==> config.mk <==
export PLATFORM = sky130hd
export DESIGN_NAME = plbs_ctrl
export DESIGN_NICKNAME = d
export VERILOG_FILES = /design/src/sv/positional_list_with_binary_search_defines.svh /design/src/sv/plbs_pkg.sv /design/src/sv/plbs_ctrl.sv
export SDC_FILE = /design/constraint.sdc
export NUM_CORES = 1
export LEC_CHECK = 0
export ABC_AREA = 0
export ABC_CLOCK_PERIOD_IN_PS = 25400
export BUFFER_PORTS_ARGS = -buffer_cell sky130_fd_sc_hd__clkbuf_2
export CORE_AREA = 2 2 384 386
export CTS_BUF_LIST = sky130_fd_sc_hd__clkbuf_2 sky130_fd_sc_hd__clkbuf_4 sky130_fd_sc_hd__clkbuf_8
export DETAILED_ROUTE_END_ITERATION = 12
export DIE_AREA = 0 0 386 388
export HOLD_SLACK_MARGIN = 0.03
export PLACE_DENSITY = 0.37
export REMOVE_ABC_BUFFERS = 1
export SLEW_MARGIN = 5
export SYNTH_ARGS = -nofsm -noshare
export SYNTH_HDL_FRONTEND = slang
export SYNTH_SLANG_ARGS = --single-unit
==> constraint.sdc <==
create_clock -name clk -period 25.4 [get_ports clk]
set_input_delay 5.08 -clock clk [delete_from_list [all_inputs] [get_ports clk]]
set_output_delay 5.08 -clock clk [all_outputs]
set_load 0.05 [all_outputs]
==> src/sv/positional_list_with_binary_search_defines.svh <==
// ---------------------------------------------------------------------------
// positional list assertion macros
// concurrent checks on clk, disabled while rst is high; empty in synthesis
// ---------------------------------------------------------------------------
`ifndef POSITIONAL_LIST_WITH_BINARY_SEARCH_DEFINES_SVH
`define POSITIONAL_LIST_WITH_BINARY_SEARCH_DEFINES_SVH

`ifndef SYNTHESIS

// property must hold at every clock edge out of reset
`define PLBS_ASSERT(name, prop, msg) \
  name: assert property (@(posedge clk) disable iff (rst) prop) else $error(msg);

// condition must never be seen at a clock edge out of reset
`define PLBS_ASSERT_NEVER(name, cond, msg) \
  name: assert property (@(posedge clk) disable iff (rst) !(cond)) else $error(msg);

`else

`define PLBS_ASSERT(name, prop, msg)

`define PLBS_ASSERT_NEVER(name, cond, msg)

`endif

`endif

==> src/sv/plbs_pkg.sv <==
`timescale 1ns / 1ps
// ---------------------------------------------------------------------------
// plbs_pkg
// shared types and constants of the positional list with binary search
// ---------------------------------------------------------------------------
package plbs_pkg;

  // list size and field widths
  localparam int CAPACITY     = 256;
  localparam int PAYLOAD_BITS = 64;
  localparam int IDX_W        = $clog2(CAPACITY);
  localparam int CNT_W        = $clog2(CAPACITY + 1);
  localparam int POS_W        = 9;
  localparam int KEY_W        = 32;
  localparam int PAY_W        = 64;
  localparam int CMP_W        = ((CNT_W > POS_W) ? CNT_W : POS_W) + 1;

  // request modes
  typedef enum logic [1:0] {
    MODE_INSERT = 2'd0,
    MODE_DELETE = 2'd1,
    MODE_READ   = 2'd2,
    MODE_SEARCH = 2'd3
  } mode_t;

  // result status codes
  typedef enum logic [1:0] {
    STAT_OK        = 2'd0,
    STAT_BAD_POS   = 2'd1,
    STAT_FULL      = 2'd2,
    STAT_NOT_FOUND = 2'd3
  } status_t;

  // request payload
  typedef struct packed {
    mode_t                    mode;
    logic [POS_W-1:0]         position;
    logic signed [KEY_W-1:0]  key;
    logic [PAY_W-1:0]         payload;
  } req_t;

  // result payload
  typedef struct packed {
    status_t                  status;
    logic [POS_W-1:0]         found_position;
    logic signed [KEY_W-1:0]  out_key;
    logic [PAY_W-1:0]         out_payload;
    logic [POS_W-1:0]         entry_count;
  } rsp_t;

  // one list entry as held in a cell
  typedef struct packed {
    logic signed [KEY_W-1:0]  key;
    logic [PAYLOAD_BITS-1:0]  payload;
  } entry_t;

  // what every cell does this cycle
  typedef enum logic [1:0] {
    CELL_HOLD   = 2'd0,
    CELL_INSERT = 2'd1,
    CELL_DELETE = 2'd2,
    CELL_ROTATE = 2'd3
  } cell_op_t;

  // broadcast from the controller to the chain
  typedef struct packed {
    cell_op_t                 op;
    logic [IDX_W-1:0]         idx;
    logic signed [KEY_W-1:0]  want;
  } chain_cmd_t;

  // per-cell view of the broadcast
  typedef struct packed {
    cell_op_t op;
    logic     at;
    logic     above;
  } cell_ctl_t;

  // controller states
  typedef enum logic [2:0] {
    ST_IDLE,
    ST_LAP,
    ST_SHIFT,
    ST_CMP,
    ST_PROBE,
    ST_FINISH
  } ctrl_state_t;

endpackage

==> src/sv/plbs_ctrl.sv <==
`timescale 1ns / 1ps
// ---------------------------------------------------------------------------
// plbs_ctrl
// request sequencer: checks positions, drives the cell chain, runs the
// halving probe over the compare flags and holds the result register
// ---------------------------------------------------------------------------
module plbs_ctrl (
  input  logic                              clk,
  input  logic                              rst,
  input  logic                              in_valid,
  output logic                              in_ready,
  input  plbs_pkg::req_t                    in_data,
  output logic                              out_valid,
  input  logic                              out_ready,
  output plbs_pkg::rsp_t                    out_data,
  output plbs_pkg::chain_cmd_t              cmd,
  output plbs_pkg::entry_t                  new_entry,
  input  plbs_pkg::entry_t                  head_entry,
  input  logic [plbs_pkg::CAPACITY-1:0]     eq_vec,
  input  logic [plbs_pkg::CAPACITY-1:0]     gt_vec
);
  import plbs_pkg::*;

  ctrl_state_t             state, state_next;
  logic [CNT_W-1:0]        count, count_next;
  logic                    out_valid_next;
  rsp_t                    out_data_next;
  mode_t                   req_mode, req_mode_next;
  logic [IDX_W-1:0]        req_idx, req_idx_next;
  logic signed [KEY_W-1:0] want, want_next;
  logic [IDX_W-1:0]        step, step_next;
  logic [CNT_W-1:0]        lo, lo_next;
  logic [CNT_W-1:0]        hi1, hi1_next;
  status_t                 res_status, res_status_next;
  logic [POS_W-1:0]        res_found, res_found_next;
  entry_t                  res_entry, res_entry_next;
  logic [CMP_W-1:0]        pos_ext;
  logic [CMP_W-1:0]        cnt_ext;
  logic [IDX_W-1:0]        in_idx;
  logic [CNT_W:0]          mid_sum;
  logic [CNT_W-1:0]        mid;
  logic [IDX_W-1:0]        mid_idx;

  // entry built from the request, loaded by the insert cell
  assign new_entry = '{key: in_data.key, payload: PAYLOAD_BITS'(in_data.payload)};

  // position checks against the count
  assign pos_ext = CMP_W'(in_data.position);
  assign cnt_ext = CMP_W'(count);
  assign in_idx  = IDX_W'(in_data.position - POS_W'(1));

  // probe midpoint, floor((lo + hi) / 2) with hi1 = hi + 1
  assign mid_sum = {1'b0, lo} + {1'b0, hi1} - (CNT_W + 1)'(1);
  assign mid     = mid_sum[CNT_W:1];
  assign mid_idx = IDX_W'(mid);

  // state register
  always_ff @(posedge clk) begin
    if (rst) begin
      state     <= ST_IDLE;
      count     <= '0;
      out_valid <= 1'b0;
    end else begin
      state     <= state_next;
      count     <= count_next;
      out_valid <= out_valid_next;
    end
  end

  // working and result registers
  always_ff @(posedge clk) begin
    out_data   <= out_data_next;
    req_mode   <= req_mode_next;
    req_idx    <= req_idx_next;
    want       <= want_next;
    step       <= step_next;
    lo         <= lo_next;
    hi1        <= hi1_next;
    res_status <= res_status_next;
    res_found  <= res_found_next;
    res_entry  <= res_entry_next;
  end

  // next state and outputs
  always_comb begin
    state_next      = state;
    count_next      = count;
    out_valid_next  = out_valid && !out_ready;
    out_data_next   = out_data;
    req_mode_next   = req_mode;
    req_idx_next    = req_idx;
    want_next       = want;
    step_next       = step;
    lo_next         = lo;
    hi1_next        = hi1;
    res_status_next = res_status;
    res_found_next  = res_found;
    res_entry_next  = res_entry;
    in_ready        = 1'b0;
    cmd.op          = CELL_HOLD;
    cmd.idx         = req_idx;
    cmd.want        = want;

    unique case (state)
      ST_IDLE: begin
        in_ready = 1'b1;
        cmd.idx  = in_idx;
        if (in_valid) begin
          req_mode_next   = in_data.mode;
          req_idx_next    = in_idx;
          want_next       = in_data.key;
          step_next       = '0;
          lo_next         = '0;
          hi1_next        = count;
          res_status_next = STAT_OK;
          res_found_next  = '0;
          res_entry_next  = '0;
          unique case (in_data.mode) inside
            MODE_INSERT: begin
              if ((in_data.position == '0) || (pos_ext > cnt_ext + CMP_W'(1))) begin
                res_status_next = STAT_BAD_POS;
              end else if (count == CNT_W'(CAPACITY)) begin
                res_status_next = STAT_FULL;
              end else begin
                cmd.op     = CELL_INSERT;
                count_next = count + CNT_W'(1);
              end
              state_next = ST_FINISH;
            end
            MODE_DELETE, MODE_READ: begin
              if ((in_data.position == '0) || (pos_ext > cnt_ext)) begin
                res_status_next = STAT_BAD_POS;
                state_next      = ST_FINISH;
              end else begin
                state_next = ST_LAP;
              end
            end
            default: begin
              state_next = ST_CMP;
            end
          endcase
        end
      end

      // one full lap of the ring; the wanted entry passes the head
      ST_LAP: begin
        cmd.op = CELL_ROTATE;
        if (step == req_idx) begin
          res_entry_next = head_entry;
        end
        step_next = step + IDX_W'(1);
        if (step == IDX_W'(CAPACITY - 1)) begin
          state_next = (req_mode == MODE_DELETE) ? ST_SHIFT : ST_FINISH;
        end
      end

      // close the gap left by a delete
      ST_SHIFT: begin
        cmd.op     = CELL_DELETE;
        count_next = count - CNT_W'(1);
        state_next = ST_FINISH;
      end

      // cells register their compare against the searched key
      ST_CMP: begin
        state_next = ST_PROBE;
      end

      // one halving step per cycle
      ST_PROBE: begin
        if (lo < hi1) begin
          if (eq_vec[mid_idx]) begin
            res_status_next = STAT_OK;
            res_found_next  = POS_W'(mid + CNT_W'(1));
            state_next      = ST_FINISH;
          end else if (gt_vec[mid_idx]) begin
            hi1_next = mid;
          end else begin
            lo_next = mid + CNT_W'(1);
          end
        end else begin
          res_status_next = STAT_NOT_FOUND;
          state_next      = ST_FINISH;
        end
      end

      // load the output register once it is free
      ST_FINISH: begin
        if (!out_valid || out_ready) begin
          out_valid_next               = 1'b1;
          out_data_next.status         = res_status;
          out_data_next.found_position = res_found;
          out_data_next.out_key        = res_entry.key;
          out_data_next.out_payload    = PAY_W'(res_entry.payload);
          out_data_next.entry_count    = POS_W'(count);
          state_next                   = ST_IDLE;
        end
      end

      default: begin
        state_next = ST_IDLE;
      end
    endcase
  end

endmodule

; ---- Word-level counts from Yosys, hierarchy flattened
; Index checks and enable logic that the tools add are counted.
[word_totals]
register_bits = 304
latch_bits = 0
output_inout_bits = 256
ram_bits = 0
memories = 0
rom_bits = 0
[classes]
n_shift = 0
n_addsub = 8
eq_ne = 24
bitwise_logic = 0
mul = 0
n_lt_le_gt_ge = 4
n_mux = 53
div_mod_pow = 0
n_reduce_logical = 23
[ops]
columns = op, n
row1 = two-way mux 96 bit, 2
row2 = one-hot mux 96 bit (2 select lines), 1
row3 = two-way mux 9 bit, 14
row4 = one-hot mux 9 bit (2 select lines), 4
row5 = inequality test 2 bit (second input constant), 12
row6 = two-way mux 3 bit, 7
row7 = adder 9 x 1 -> 9 bit (second input constant), 2
row8 = one-hot mux 3 bit (6 select lines), 1
row9 = binary-select mux 1 bit (select 8 bit), 2
row10 = two-way mux 8 bit, 2
row11 = one-hot mux 8 bit (2 select lines), 1
row12 = AND reduction 5 bit, 3
row13 = adder 9 x 1 -> 10 bit (second input constant), 1
row14 = adder 9 x 9 -> 10 bit, 1
row15 = > comparator 9 x 10 -> 1 bit, 1
row16 = two-way mux 1 bit, 10
row17 = two-way mux 2 bit, 5
row18 = subtractor 10 x 1 -> 10 bit (second input constant), 1
row19 = equality test 9 bit (second input constant), 1
row20 = > comparator 9 bit, 1
row21 = logical NOT 9 bit, 1
row22 = less-than comparator 8 x 9 -> 1 bit (second input constant), 1
row23 = less-than comparator 9 bit, 1
row24 = subtractor 9 x 1 -> 9 bit (second input constant), 1
row25 = other kinds (23), 36

; ---- Depth between registers and ports, before layout
[depth]
ltp_word = 8
ltp_mapped = 18
depth_no_buf = 16

; ---- Worst setup path after synthesis
; Ideal clock, no wire load.
[synth_timing]
path_type = input-to-output
from = in in_data[97] (netlist bit)
to = out cmd[40] (netlist bit)
t_required_ns = 20.320
arrival_time_ns = 7.486
setup_slack_ns = 12.834
stages = 11
n_path_buf = 0
path_cell_list = ha_1 -> nor2b_1 -> o21a_1 -> o21a_1 -> o21ai_0 -> a21oi_1 -> o21ai_0 -> a21oi_1 -> nor2_1 -> a31oi_1 -> nor3_1
[synth_lines]
columns = item, line_no
row1 = "start, declared", plbs_ctrl.sv:12  ; input plbs_pkg::req_t in_data,
row2 = "end, declared", plbs_ctrl.sv:16  ; output plbs_pkg::chain_cmd_t cmd,

==> qor.tcl <==
set qor(netlist_instances) 1340
set qor(commonest_non_fill_non_tap_cells_in_the_layout) {846 x sky130_fd_sc_hd__clkbuf_2, 291 x sky130_fd_sc_hd__edfxtp_1, 152 x sky130_fd_sc_hd__nand2_1}
set qor(seq_area_frac_synth) 0.514
set qor(clock_path_buffers) 3
set qor(crit_fanout) 5
set qor(critical_path.startpoint_type) {input port}
set qor(grt_setup_unrepaired) {no}
set qor(cts_setup_buffers) 0
set qor(detailed_place_hpwl_um) 67100
set qor(synth_cell_types) 64
set qor(detail_route.wl_per_cell_um) 20.6
set qor(slew_headroom) 0.432
set qor(maxCapViolations) 0
set qor(worst-slew-pin-transition_ns) 0.849
set qor(h-tree-depth) 2
set qor(netlist_area_um2) 17500
set qor(numPlacedInstances) 3947
set qor(critPathArrivalTime_ns) 7.56
set qor(post_syn_area_per_cell_um2) 13.1
set qor(finalWeightedCongestion) 0.846
set qor(num-fill-cells) 16300
set qor(required_ns) 20.32
set qor(gr-usage-all-layers) 0.106
set qor(drt-vias-per-instance) 3.55
set qor(timing_worst_setup_path_type) {in -> out}
set qor(initial_cell_density_of_the_core) 0.121
set qor(num_io_pins) 975
set qor(synthFlopType) {sky130_fd_sc_hd__edfxtp_1}
set qor(final.setup_skew_ns) 0.0414
set qor(period_utilization) 0.498
set qor(numCtsBuffers) 51
set qor(cts_resized) 0
set qor(final-instance-count-excl-fill) 4041
set qor(clk_pin_slew_ns) 0.07
set qor(final_period_minus_worst_setup_slack_ns) 12.64
set qor(num_rows) 140
set qor(die_x_extent_um) 386
set qor(asyncSetResetFlopFracSynth) 0
set qor(finalMaxSlewViolations) 0
set qor(first_pass_grt_wire_length_um) 114000
set qor(io_buffer_count) 846
set qor(die-area_um2) 150000
set qor(dr_wl_met2_um) 43000
set qor(synth-warning-count) 0
set qor(cts_tree) {built}
set qor(finish.utilization) 0.168
set qor(final.setup.tns_ns) 0
set qor(routedLengthMet1_um) 30000
set qor(drt-total-wl_um) 83100
set qor(worst_skew_pair_latency_ns) 0.66
set qor(final_common_cell) {sky130_fd_sc_hd__clkbuf_2}
set qor(cts_hold_repair.buffers) 0
set qor(die_y_um) 388
set qor(number_of_global_route_vias_before_repair) 15500
set qor(count_of_routing_violations_after_the_opening_detailed_route_iteration) 622
set qor(routed.top_layer) {met5}
set qor(max_clock_freq_ghz) 0.0791
set qor(antenna_violations_before_repair) 11
set qor(layout-drive-gt1-share) 0.521
set qor(route.vias.total) 14400
set qor(grt.overflow.total) 0
set qor(grt_start_max_net_pins) 92
set qor(outcome) {finished, final reports clean}
set qor(hold_viol_final) 0
set qor(route.antenna.remaining_nets) 0
set qor(setup_violations) 0
set qor(post-route-drc-count) 0
set qor(synth_enable_flop_cells) 291
set qor(timing.hold.worst.class) {reg -> reg}
set qor(num-nets-final) 2860
set qor(drt_pass1_iterations) 4
set qor(setup.worst_path.end_class) {output port}
set qor(yosys_register_bits) 304
set qor(core-area_um2) 145000
set qor(area.growth.synth_to_final_pct) 39.5
set qor(cts.sink_count) 304
set qor(buffer_cell_driving_the_clock_tree_root) {sky130_fd_sc_hd__clkbuf_8}
set qor(routed-wl-met3_um) 7710
[cells in the mapped netlist, drive strengths merged, types with 8 or more instances]
| master | number | area [um2] |
|---|---|---|
| nand4 | 12 | 75.1 |
| a31oi | 20 | 125 |
| clkbuf | 47 | 176 |
| o21ai | 26 | 130 |
| nor2 | 48 | 180 |
| dfxtp | 13 | 260 |
| a311oi | 9 | 85.1 |
| edfxtp | 291 | 8740 |
| nand3 | 24 | 120 |
| buf | 133 | 945 |
| and3 | 120 | 751 |
| a21oi | 38 | 190 |
| mux4 | 129 | 2910 |
| ha | 56 | 701 |
| nand2 | 153 | 574 |
| xor2 | 11 | 96.3 |
| and2 | 8 | 52.6 |
| inv | 59 | 221 |
| nor3 | 9 | 45.0 |
| a21o | 10 | 75.1 |
| xnor2 | 37 | 324 |
| mux2i | 15 | 150 |
[state kept, by name (all words and copies together), names as in the netlist]
signal	count
out_data	116
res_entry	96
want	32
count	9
hi1	9
lo	9
res_found	9
req_idx	8
step	8
state	3
req_mode	2
res_status	2
out_valid	1
[area by class of cell]
class	count	area, um2	area share
Antenna cell	2	5.00	0.000205
Clock buffer	64	806	0.0330
Clock inverter	28	284	0.0116
Inverter	60	225	0.00922
Multi-Input combinational cell	796	7280	0.298
Sequential cell	304	9000	0.369
Tap cell	1917	2400	0.0982
Timing Repair Buffer	870	4430	0.181
[cell families after synthesis]
| group | count (synthesis) | share of synthesized area |
|---|---|---|
| compound gates | 139 | 0.0515 |
| buf+inv | 240 | 0.0769 |
| mux | 147 | 0.177 |
| flops | 304 | 0.514 |
| xor+xnor | 48 | 0.0240 |
| fa+ha+maj | 58 | 0.0423 |
| simple gates | 404 | 0.115 |
[worst paths after layout]
path / start / endpoint / slack [ns] / depth (start not counted)
max: in_data[96] / cmd[40] / 12.76 / 12
max reg2reg: hi1[0] / lo[4] / 18.81 / 13
min reg2reg: res_entry[74] / out_data[83] / 0.40 / 0
min: res_entry[74] / out_data[83] / 0.40 / 0
[per-layer routing]
metal | vias to the layer above | global-route usage
met5 | - | 0.00845
met4 | 6 | 0.0289
met3 | 97 | 0.0365
met2 | 801 | 0.197
met1 | 6953 | 0.110
li1 | 6499 | -
[stage by stage]
stage	instance area (um2)	hold WS, ns	worst slack, ns
final	24400	0.401	12.76
after global routing	24400	0.390	12.56
after CTS	24400	0.355	12.71
after detailed placement	23300	0.405	12.73
after global placement	23300	0.400	12.70
after floorplan	16400	0.400	12.78
[worst max-delay path, cell delays in order]
cell,delay (ns)
sky130_fd_sc_hd__clkbuf_2,0.10
sky130_fd_sc_hd__inv_1,0.15
sky130_fd_sc_hd__ha_1,0.21
sky130_fd_sc_hd__nand2_1,0.08
sky130_fd_sc_hd__or3_1,0.35
sky130_fd_sc_hd__or4_1,0.47
sky130_fd_sc_hd__nor3b_1,0.17
sky130_fd_sc_hd__a21oi_1,0.23
sky130_fd_sc_hd__nor2_1,0.09
sky130_fd_sc_hd__a31oi_1,0.17
sky130_fd_sc_hd__nor3_1,0.10
sky130_fd_sc_hd__clkbuf_2,0.34
Power is not shown: default switching activity piles up to over one toggle a cycle in this logic, so the estimate is an artifact.
