===== config.mk =====
export PLATFORM = sky130hd
export DESIGN_NAME = plbs_cell
export DESIGN_NICKNAME = d
export VERILOG_FILES = /design/src/sv/positional_list_with_binary_search_defines.svh /design/src/sv/plbs_pkg.sv /design/src/sv/plbs_cell.sv
export SDC_FILE = /design/constraint.sdc
export NUM_CORES = 1
export LEC_CHECK = 0
export BUFFER_PORTS_ARGS = -buffer_cell sky130_fd_sc_hd__buf_2
export CAP_MARGIN = 40
export CELL_PAD_IN_SITES_DETAIL_PLACEMENT = 1
export CELL_PAD_IN_SITES_GLOBAL_PLACEMENT = 1
export CORE_AREA = 2 2 166 168
export CTS_CLUSTER_DIAMETER = 80
export DETAILED_ROUTE_END_ITERATION = 8
export DIE_AREA = 0 0 168 170
export MAX_ROUTING_LAYER = met4
export PLACE_DENSITY_LB_ADDON = 0.1
export SLEW_MARGIN = 40
export SYNTH_ARGS = -nofsm -noshare
export SYNTH_HDL_FRONTEND = slang
export SYNTH_SLANG_ARGS = --single-unit

===== constraint.sdc =====
create_clock -name clk -period 3.2 [get_ports clk]
set_input_delay 0.32 -clock clk [delete_from_list [all_inputs] [get_ports clk]]
set_output_delay 0.32 -clock clk [all_outputs]
set_load 0.01 [all_outputs]

===== src/sv/positional_list_with_binary_search_defines.svh =====
// ---------------------------------------------------------------------------
// positional list assertion macros
// concurrent checks on clk, disabled while rst is high; empty in synthesis
// ---------------------------------------------------------------------------
`ifndef POSITIONAL_LIST_WITH_BINARY_SEARCH_DEFINES_SVH
`define POSITIONAL_LIST_WITH_BINARY_SEARCH_DEFINES_SVH

`ifndef SYNTHESIS

// property must hold at every clock edge out of reset
`define PLBS_ASSERT(name, prop, msg) \
  name: assert property (@(posedge clk) disable iff (rst) prop) else $error(msg);

// condition must never be seen at a clock edge out of reset
`define PLBS_ASSERT_NEVER(name, cond, msg) \
  name: assert property (@(posedge clk) disable iff (rst) !(cond)) else $error(msg);

`else

`define PLBS_ASSERT(name, prop, msg)

`define PLBS_ASSERT_NEVER(name, cond, msg)

`endif

`endif


===== src/sv/plbs_pkg.sv =====
`timescale 1ns / 1ps
// ---------------------------------------------------------------------------
// plbs_pkg
// shared types and constants of the positional list with binary search
// ---------------------------------------------------------------------------
package plbs_pkg;

  // list size and field widths
  localparam int CAPACITY     = 256;
  localparam int PAYLOAD_BITS = 64;
  localparam int IDX_W        = $clog2(CAPACITY);
  localparam int CNT_W        = $clog2(CAPACITY + 1);
  localparam int POS_W        = 9;
  localparam int KEY_W        = 32;
  localparam int PAY_W        = 64;
  localparam int CMP_W        = ((CNT_W > POS_W) ? CNT_W : POS_W) + 1;

  // request modes
  typedef enum logic [1:0] {
    MODE_INSERT = 2'd0,
    MODE_DELETE = 2'd1,
    MODE_READ   = 2'd2,
    MODE_SEARCH = 2'd3
  } mode_t;

  // result status codes
  typedef enum logic [1:0] {
    STAT_OK        = 2'd0,
    STAT_BAD_POS   = 2'd1,
    STAT_FULL      = 2'd2,
    STAT_NOT_FOUND = 2'd3
  } status_t;

  // request payload
  typedef struct packed {
    mode_t                    mode;
    logic [POS_W-1:0]         position;
    logic signed [KEY_W-1:0]  key;
    logic [PAY_W-1:0]         payload;
  } req_t;

  // result payload
  typedef struct packed {
    status_t                  status;
    logic [POS_W-1:0]         found_position;
    logic signed [KEY_W-1:0]  out_key;
    logic [PAY_W-1:0]         out_payload;
    logic [POS_W-1:0]         entry_count;
  } rsp_t;

  // one list entry as held in a cell
  typedef struct packed {
    logic signed [KEY_W-1:0]  key;
    logic [PAYLOAD_BITS-1:0]  payload;
  } entry_t;

  // what every cell does this cycle
  typedef enum logic [1:0] {
    CELL_HOLD   = 2'd0,
    CELL_INSERT = 2'd1,
    CELL_DELETE = 2'd2,
    CELL_ROTATE = 2'd3
  } cell_op_t;

  // broadcast from the controller to the chain
  typedef struct packed {
    cell_op_t                 op;
    logic [IDX_W-1:0]         idx;
    logic signed [KEY_W-1:0]  want;
  } chain_cmd_t;

  // per-cell view of the broadcast
  typedef struct packed {
    cell_op_t op;
    logic     at;
    logic     above;
  } cell_ctl_t;

  // controller states
  typedef enum logic [2:0] {
    ST_IDLE,
    ST_LAP,
    ST_SHIFT,
    ST_CMP,
    ST_PROBE,
    ST_FINISH
  } ctrl_state_t;

endpackage


===== src/sv/plbs_cell.sv =====
`timescale 1ns / 1ps
// ---------------------------------------------------------------------------
// plbs_cell
// one list slot: holds an entry, takes a neighbor's entry on insert, delete
// or rotate, and registers its key compare against the searched key
// ---------------------------------------------------------------------------
module plbs_cell (
  input  logic                          clk,
  input  plbs_pkg::cell_ctl_t           ctl,
  input  logic signed [31:0]            want,
  input  plbs_pkg::entry_t              prev_entry,
  input  plbs_pkg::entry_t              next_entry,
  input  plbs_pkg::entry_t              new_entry,
  output plbs_pkg::entry_t              entry,
  output logic                          eq,
  output logic                          gt
);
  import plbs_pkg::*;

  entry_t entry_next;

  // slot update
  always_comb begin
    entry_next = entry;
    case (ctl.op)
      CELL_INSERT: begin
        if (ctl.at) begin
          entry_next = new_entry;
        end else if (ctl.above) begin
          entry_next = prev_entry;
        end
      end
      CELL_DELETE: begin
        if (ctl.at || ctl.above) begin
          entry_next = next_entry;
        end
      end
      CELL_ROTATE: begin
        entry_next = next_entry;
      end
      default: begin
        entry_next = entry;
      end
    endcase
  end

  // entry and compare flags
  always_ff @(posedge clk) begin
    entry <= entry_next;
    eq    <= (entry.key == want);
    gt    <= (entry.key > want);
  end

endmodule


**After elaboration in Yosys (flattened, before gate mapping)**

Cells that the tools add are included.
W data, S select, Z words.

- Register bits after elaboration: 98
- Output and inout port bits: 98

- Magnitude comparators: 1
- Equality and inequality tests: 6
- Multiplexer cells: 4
- Reductions and logical operators: 3

Operators with widths:

| operator | count |
|---|---|
| $mux W96 | 3 |
| $pmux W96 S3 | 1 |
| $eq A32 B32 Y1 | 1 |
| $gt A32 B32 Y1 | 1 |
| $eq A2 B2 Y1 const B | 2 |
| $ne A3 B3 Y1 const B | 1 |
| $reduce_and A3 Y1 | 1 |
| $reduce_bool A3 Y1 | 1 |
| $eq A2 B1 Y1 const B | 1 |
| $ne A2 B2 Y1 const B | 1 |
| $logic_or A1 B1 Y1 | 1 |

**Depth between registers and ports, before layout**

Gate-level depths: netlist of the first run.

- Word-level depth: 3
- Mapped depth: 8

**Worst setup path after synthesis of the first run**

Ideal clock, no wire load.

- Path type: in2reg
- Start: in ctl[3] (netlist bit)
- End: reg entry[0] (netlist bit), enable pin
- Setup time: 458 ps
- Arrival time: 2996 ps
- Path slack: -254 ps
- Cell stages on the path: 4
- Path buffers: 2
- Path through: clkbuf_1 clkbuf_1 nand2_1 nand2_1

- Cells in the longest elaborated chain, start to end: 3

RTL lines:

| item | RTL line | text |
|---|---|---|
| from (decl) | plbs_cell.sv:9 | `input plbs_pkg::cell_ctl_t ctl,` |
| $eq A2 B1 Y1 / $eq A2 B2 Y1 (equally long branches) | plbs_cell.sv:25 | `case (ctl.op)` |
| $ne A3 B3 Y1 (no line), or another cell as far along | n/a |  |
| $reduce_and A3 Y1 (no line) (*) | n/a |  |
| to (signal assigned) | plbs_cell.sv:49 | `entry <= entry_next;` |
| to (decl) | plbs_cell.sv:14 | `output plbs_pkg::entry_t entry,` |

Every way passes the cells marked *; elsewhere a longest branch is shown, timed or not.
A chain may end at the register's enable or synchronous reset.

**Worst setup path after layout of the first run**

- Start: reg entry[90] (netlist bit)
- End: reg gt

- Cells in the longest elaborated chain, start to end: 1

RTL lines:

| item | RTL line | text |
|---|---|---|
| $gt A32 B32 Y1 | plbs_cell.sv:51 | `gt <= (entry.key > want);` |
| to (signal assigned) | plbs_cell.sv:51 |  |
| to (decl) | plbs_cell.sv:16 | `output logic gt` |

Every way passes these cells.

==> qor.yml, run 1 <==
clock_tree:
  cts_resized: 0
  cts_tree: "built"
  clock_latency_ns: 0.36
  clkTransAtPathRegs_ns: 0.08
  post_cts_buffers: 0
  holdBufCountCts: 0
  numCtsBuffers: 9
  clock-root-buffer: "clkbuf_16"
  cts-htree-levels: 3
  cts_max_path_buffers: 2
  cts.sinks: 98
floorplanning:
  die_area_um2: 28600
  start_util_pct: 21.4
  fp-row-count: 60
  die_y_um: 170
  core_um2: 26700
  die_x_um: 168
  ioPinCount: 423
drt:
  num_vias: 5505
  remaining_drc_errors: 0
  post_drt_wl_per_cell_um: 18.0
  first_iter_violations: 235
  ant_nets: 0
  drtPass1Iterations: 4
  wl_um: 23500
  viasPerCell: 4.23
timing:
  finalSetupViolations: 0
  whs_ns: 0.236
  rsz0062_at_grt: "false"
  fin_tns_setup_ns: 0
  slew-limit-headroom_pct: 56.0
  clock_skew_ns: 0.0128
  max_freq_mhz: 541
  fin_crit_ns: 1.85
  period_share_pct: 57.8
  fin_ws_ns: 1.35
  hold_viol: 0
  worst_pin_slew_ns: 0.660
  maxSlewViolCount: 0
final_layout:
  layout-drive-gt1-share_pct: 47.1
  fin_nets: 1302
  regArea_um2: 2920
  areaGrowthSynthToFinish_pct: 48.9
  nFillCells: 3171
  multi_input_area_um2: 2530
  final_area_um2: 8510
synth:
  synth-edff-count: 96
  syn-cell-area_um2: 5720
  synth_cell_types: 28
  synth_commonest_cells: "nand2_1, o21ai_0, mux2i_1"
  synth_seq_cells: 98
  synth.net_count: 894
  synth_top_area_share_pct: 50.4
  yosysTopAreaCell: "edfxtp_1"
  async_flop_share_pct: 0
  yosysMostFrequentCell: "nand2_1"
  post_synth.cell_area_avg_um2: 10.6
  yosysSeqAreaShare_pct: 51.1
  synthCells: 537
  synthTopCellsByArea: "edfxtp_1, mux2i_1, o21ai_0"
  yosysWarnings: 0
  synth_top_flop_cell: "edfxtp_1"
worst_setup_path:
  crit_chain: "ha_1 > nand4_1 > nor4_1 > a21oi_2 > mux2i_1"
  required_ns: 3.44
  ff2ff_path_depth: 5
  worstReg2RegStart: "entry[90]"
  end_kind: "flip-flop"
  r2r_slack_ns: 1.35
  critPathSlowestCell: "nor4_1"
  r2r_end: "gt"
  cpPeakStageDelay_ns: 0.54
  path_depth: 5
  critPathKind: "reg2reg"
  path_buf_inv: 0
  crit_family: "simple AND/OR/NAND/NOR gates"
  startpoint_type: "flip-flop"
  crit_arrival_ns: 2.09
  worstPathMaxFanout: 4
worst_hold_path:
  min_from: "next_entry[58]"
  min_to: "entry[58]"
  whs_path_depth: 3
  min_path_type: "in2reg"
placement:
  hpwlAfterDp_um: 19200
  post-place-ws_ns: 1.17
  place_area_um2: 8200
  io_buffers: 422
  gp_congestion: 0.737
power_and_ir_drop:
  p_leak_nw: 4.28
  p_per_area_nw_per_um2: 437
  ir_drop_mv: 0.184
  total_power_mw: 3.72
run_status:
  status: "finished clean"
grt:
  grt_pass1_wl_um: 34600
  antenna_found_initial: 10
  grt_overflow_total: 0
  grt_pass1_vias: 5991
  track_usage_pct: 16.7
  grt_max_degree: 161
run:
  drv_cap: 0
==> registers in the layout, indices dropped and copies added, names as in the netlist <==
register / cells
entry: 96
eq: 1
gt: 1
==> cells in the final DEF, fill, tap and decap left out, types with 3 or more instances in the layout <==
cell       instances
nor4_1             3
clkbuf_16          9
edfxtp_1          96
o21ai_0           99
diode_2           10
inv_1             33
mux2i_1           97
buf_2            420
nand2_1          105
ha_1              32
a221oi_1           3
nand4_1            7
buf_4              6
a21oi_1           10
==> area by class of cell <==
cell class	count	share of cell area, %
Multi-Input combinational cell	374	29.8
Timing Repair Buffer	429	25.8
Clock buffer	11	2.74
Clock inverter	5	0.544
Sequential cell	98	34.4
Antenna cell	10	0.294
Inverter	33	1.46
Tap cell	341	5.01
==> routing by layer <==
layer | track usage (%) | vias to the layer above | wire length (µm)
met5 | - | - | 0
met1 | 17.0 | 2490 | 8700
met4 | 4.69 | 0 | 328
met3 | 7.09 | 21 | 2430
li1 | - | 2771 | -
met2 | 29.4 | 223 | 12000
==> power by group <==
group	internal, mW	switching [mW]	leakage (nW)
clock network	0.544	0.542	0.137
logic	0.431	0.521	3.16
registers	1.62	0.0589	0.989
total	2.60	1.12	4.28
==> metrics by stage <==
stage          cells  utilization [%]
6_report        1301             31.9
5_1_grt         1301             31.9
4_1_cts         1291             31.8
3_5_place_dp    1275             30.8
3_3_place_gp    1275             30.8
2_1_floorplan    537                -
==> worst max-delay path by stage <==
| stage | slack [ns] | startpoint | to |
|---|---|---|---|
| global route | 1.11 | entry[90] | gt |
| finish | 1.35 | entry[90] | gt |
| detailed placement | 1.17 | ctl[1] | entry[68] |
| global placement | 1.19 | ctl[1] | entry[0] |
| floorplan | 0.68 | ctl[3] | entry[0] |
| CTS | 1.26 | entry[90] | gt |
==> cell families (layout without fill, tap and decap cells) <==
| kind of cell | after synthesis | count (layout) | synth area share, % |
|---|---|---|---|
| simple gates | 124 | 124 | 8.89 |
| compound gates | 121 | 121 | 11.3 |
| flops | 98 | 98 | 51.1 |
| mux | 97 | 97 | 17.0 |
| buf+inv | 65 | 478 | 4.68 |
| fa+ha+maj | 32 | 32 | 7.01 |
| other cells | 0 | 10 | 0 |
==> worst reg2reg max path: cells and delay by family (launching register included) <==
kind | cells | cell delay [ns]
flops | 1 | 0.41
compound gates | 1 | 0.12
fa+ha+maj | 1 | 0.34
simple gates | 2 | 0.75
mux | 1 | 0.13
Note: power is estimated with default switching activity, not from simulation.
==> run 2: changes to the inputs <==
--- a/config.mk
+++ b/config.mk
@@ -5,14 +5,15 @@
 export SDC_FILE = /design/constraint.sdc
 export NUM_CORES = 1
 export LEC_CHECK = 0
+export ABC_AREA = 1
 export BUFFER_PORTS_ARGS = -buffer_cell sky130_fd_sc_hd__buf_2
 export CAP_MARGIN = 40
 export CELL_PAD_IN_SITES_DETAIL_PLACEMENT = 1
 export CELL_PAD_IN_SITES_GLOBAL_PLACEMENT = 1
-export CORE_AREA = 2 2 166 168
+export CORE_AREA = 2 2 164 166
 export CTS_CLUSTER_DIAMETER = 80
 export DETAILED_ROUTE_END_ITERATION = 8
-export DIE_AREA = 0 0 168 170
+export DIE_AREA = 0 0 166 168
 export MAX_ROUTING_LAYER = met4
 export PLACE_DENSITY_LB_ADDON = 0.1
 export SLEW_MARGIN = 40
==> constraint.sdc (replaced) <==
create_clock -name clk -period 1.7 [get_ports clk]
set_input_delay 0.17 -clock clk [delete_from_list [all_inputs] [get_ports clk]]
set_output_delay 0.17 -clock clk [all_outputs]
set_load 0.01 [all_outputs]
==> qor.yml, run 2 <==
run_status:
  status: "finished clean"
floorplanning:
  die_x_um: 166  # -1.2%
  core_um2: 26400  # -1.1%
  start_util_pct: 21.6  # +0.18 points
  die_y_um: 168  # -1.2%
  ioPinCount: 423  # unchanged
  fp-row-count: 60  # unchanged
  die_area_um2: 27900  # -2.4%
power_and_ir_drop:
  clockPowerShare_pct: 29.3  # about the same
  total_power_mw: 7.22  # +94%
  swShare_pct: 30.0  # -0.13 points
  pwr-share-seq_pct: 43.8  # -1.4 points
  p_comb_share_pct: 26.9  # +1.3 points
  p_per_area_nw_per_um2: 828  # +89%
  internal-power_mw: 5.05  # +94%
  ir_drop_mv: 0.368  # +99%
  switchingPower_mw: 2.17  # +93%
  p_leak_nw: 4.21  # -1.6%
synth:
  synthTopCellsByArea: "edfxtp_1, a21oi_1, nand2_1"
  yosysMostFrequentCell: "a21oi_1"
  yosysWarnings: 0  # unchanged
  synthCells: 671  # +25%
  synth_top_area_share_pct: 50.6  # +0.16 points
  synth_commonest_cells: "a21oi_1, nand2_1, nor2_1"
  async_flop_share_pct: 0  # unchanged
  synth-edff-count: 96  # unchanged
  syn-cell-area_um2: 5700  # -0.31%
  synth_top_flop_cell: "edfxtp_1"
  synth_cell_types: 23  # -18%
  post_synth.cell_area_avg_um2: 8.49  # -20%
  yosysSeqAreaShare_pct: 51.3  # +0.16 points
  synth_seq_cells: 98  # unchanged
  yosysTopAreaCell: "edfxtp_1"
  synth.net_count: 1028  # +15%
placement:
  post-place-ws_ns: 0.0449  # -1.13 ns
  hpwlAfterDp_um: 19400  # +1.0%
  io_buffers: 422  # unchanged
  place_area_um2: 8310  # +1.3%
  gp_congestion: 0.780  # +5.9%
final_layout:
  fin_nets: 1437  # +10%
  most-common-layout-cells: "buf_2, a21oi_1, nand2_1"
  mostFrequentLayoutCell: "buf_2"
  top_register: "entry"
  final_area_um2: 8710  # +2.4%
  reg_top3: "entry: 96 flops, eq: 1 flops, gt: 1 flops"
  largest_reg_flops: 96  # unchanged
  fin_util_pct: 33.1  # +1.1 points
  areaGrowthSynthToFinish_pct: 52.9
  layout-drive-gt1-share_pct: 43.4  # -3.6 points
worst_setup_path:
  end_kind: "flip-flop"
  crit_arrival_ns: 1.84  # -0.25 ns
  r2r_slack_ns: 0.1  # -1.25 ns
  startpoint_type: "flip-flop"
  critPathKind: "reg2reg"
  worstPathMaxFanout: 2  # -2
  required_ns: 1.94  # -1.50 ns
clock_tree:
  clock_latency_ns: 0.35  # about the same
  numCtsBuffers: 9  # unchanged
  clkTransAtPathRegs_ns: 0.08  # about the same
  clock-root-buffer: "clkbuf_16"
  cts.sinks: 98  # unchanged
  cts-htree-levels: 3  # unchanged
  cts_max_path_buffers: 2  # unchanged
  cts_tree: "built"
drt:
  first_iter_violations: 180  # -23%
  viasPerCell: 4.43  # +4.6%
  remaining_drc_errors: 0  # unchanged
  post_drt_wl_per_cell_um: 17.5  # -3.0%
  wl_um: 25000  # +6.6%
  num_vias: 6324  # +15%
  drtPass1Iterations: 4  # unchanged
  ant_nets: 0  # unchanged
timing:
  clock_skew_ns: 0.0113  # -0.00147 ns
  period_share_pct: 94.1  # +36 points
  worst_pin_slew_ns: 0.666  # +0.00595 ns
  hold_viol: 0  # unchanged
  finalSetupViolations: 0  # unchanged
  rsz0062_at_grt: "true"
  fin_ws_ns: 0.0997  # -1.25 ns
  fin_crit_ns: 1.60  # -0.248 ns
  slew-limit-headroom_pct: 55.6  # -0.40 points
  whs_ns: 0.137  # -0.0987 ns
  maxSlewViolCount: 0  # unchanged
  max_freq_mhz: 625  # +15%
grt:
  track_usage_pct: 18.0  # +1.3 points
  met3_usage_pct: 5.31  # -1.8 points
  grt_overflow_total: 0  # unchanged
  gr-usage-met2_pct: 30.7  # +1.3 points
  grt_pass1_wl_um: 37700  # +8.8%
  grt_pass1_vias: 6695  # +12%
  grt_max_degree: 60  # -63%
  grt.busiest_layer: "met2"
  use_met1_pct: 20.9  # +3.9 points
  antenna_found_initial: 3  # -7
run:
  drv_cap: 0  # unchanged
worst_hold_path:
  min_path_type: "in2reg"
-- run 2: changes by cell type after synthesis, moves of 8 or more --
cell / previous run / this run
o21ai_0: 99 / 1
mux2i_1: 97 / 0
a21oi_1: 10 / 207
nor2_1: 2 / 106
buf_2: 7 / 15
nand2_1: 106 / 125
-- run 2: final timing paths --
| path | startpoint | end | cells past startpoint |
|---|---|---|---|
| max | entry[94] | gt | 10 |
| max reg2reg | entry[94] | gt | 10 |
| min | next_entry[45] | entry[45] | 3 |
| min reg2reg | entry[95] | gt | 4 |
-- run 2: kinds of logic after synthesis --
logic type	Yosys count	synth area share, %
simple gates	243	16.6
buf+inv	85	6.19
flops	98	51.3
compound gates	213	18.8
fa+ha+maj	32	7.03
-- run 2: timing repair --
item | 4_1_cts | 5_1_grt
setup endpoints to repair | 0 | 1
endpoints found under the hold margin | 0 | 0
hold buffers | 0 | 0
buffers inserted | 0 | 2
resized for setup | 0 | 9
-- run 2: stage by stage --
stage               TNS, ns  std cells
finish                    0       1429
global route        -0.0556       1429
CTS                       0       1424
detailed placement        0       1408
global placement          0       1408
floorplan            -76.83        671
-- run 2: critical path: stages, from the launching register on --
cell and delay [ns]:
edfxtp_1 0.43, ha_4 0.31, nand4_4 0.10, nor2_2 0.14, nand2_2 0.08, nor3_4 0.15
nand2_1 0.09, nand2_2 0.06, nand2_1 0.04, nand2_1 0.05, nor2_1 0.03
-- run 2: area by class of cell --
class / count / area, µm²
antenna: 3 / 7.51
inverter: 43 / 164
sequential: 98 / 2920
clock buffer: 12 / 236
multi-input combinational: 488 / 2540
clock inverter: 4 / 52.6
tap: 341 / 427
timing repair buffer: 440 / 2360
fill: 3300 / 17600
-- run 2: routing by layer --
metal	routed length [µm]	share of wire [%]
met2	12300	49
met4	357	1.4
met5	0	0
met3	1990	7.9
met1	10300	41
-- run 2: power groups by stage --
stage / Combinational [mW] / Sequential, mW / Clock (mW)
floorplan: 0.705 / 3.39 / 0
global placement: 1.95 / 3.19 / 0
detailed placement: 1.94 / 3.21 / 0
CTS: 1.94 / 3.16 / 2.20
global route: 2.18 / 3.20 / 2.30
finish: 1.94 / 3.16 / 2.11
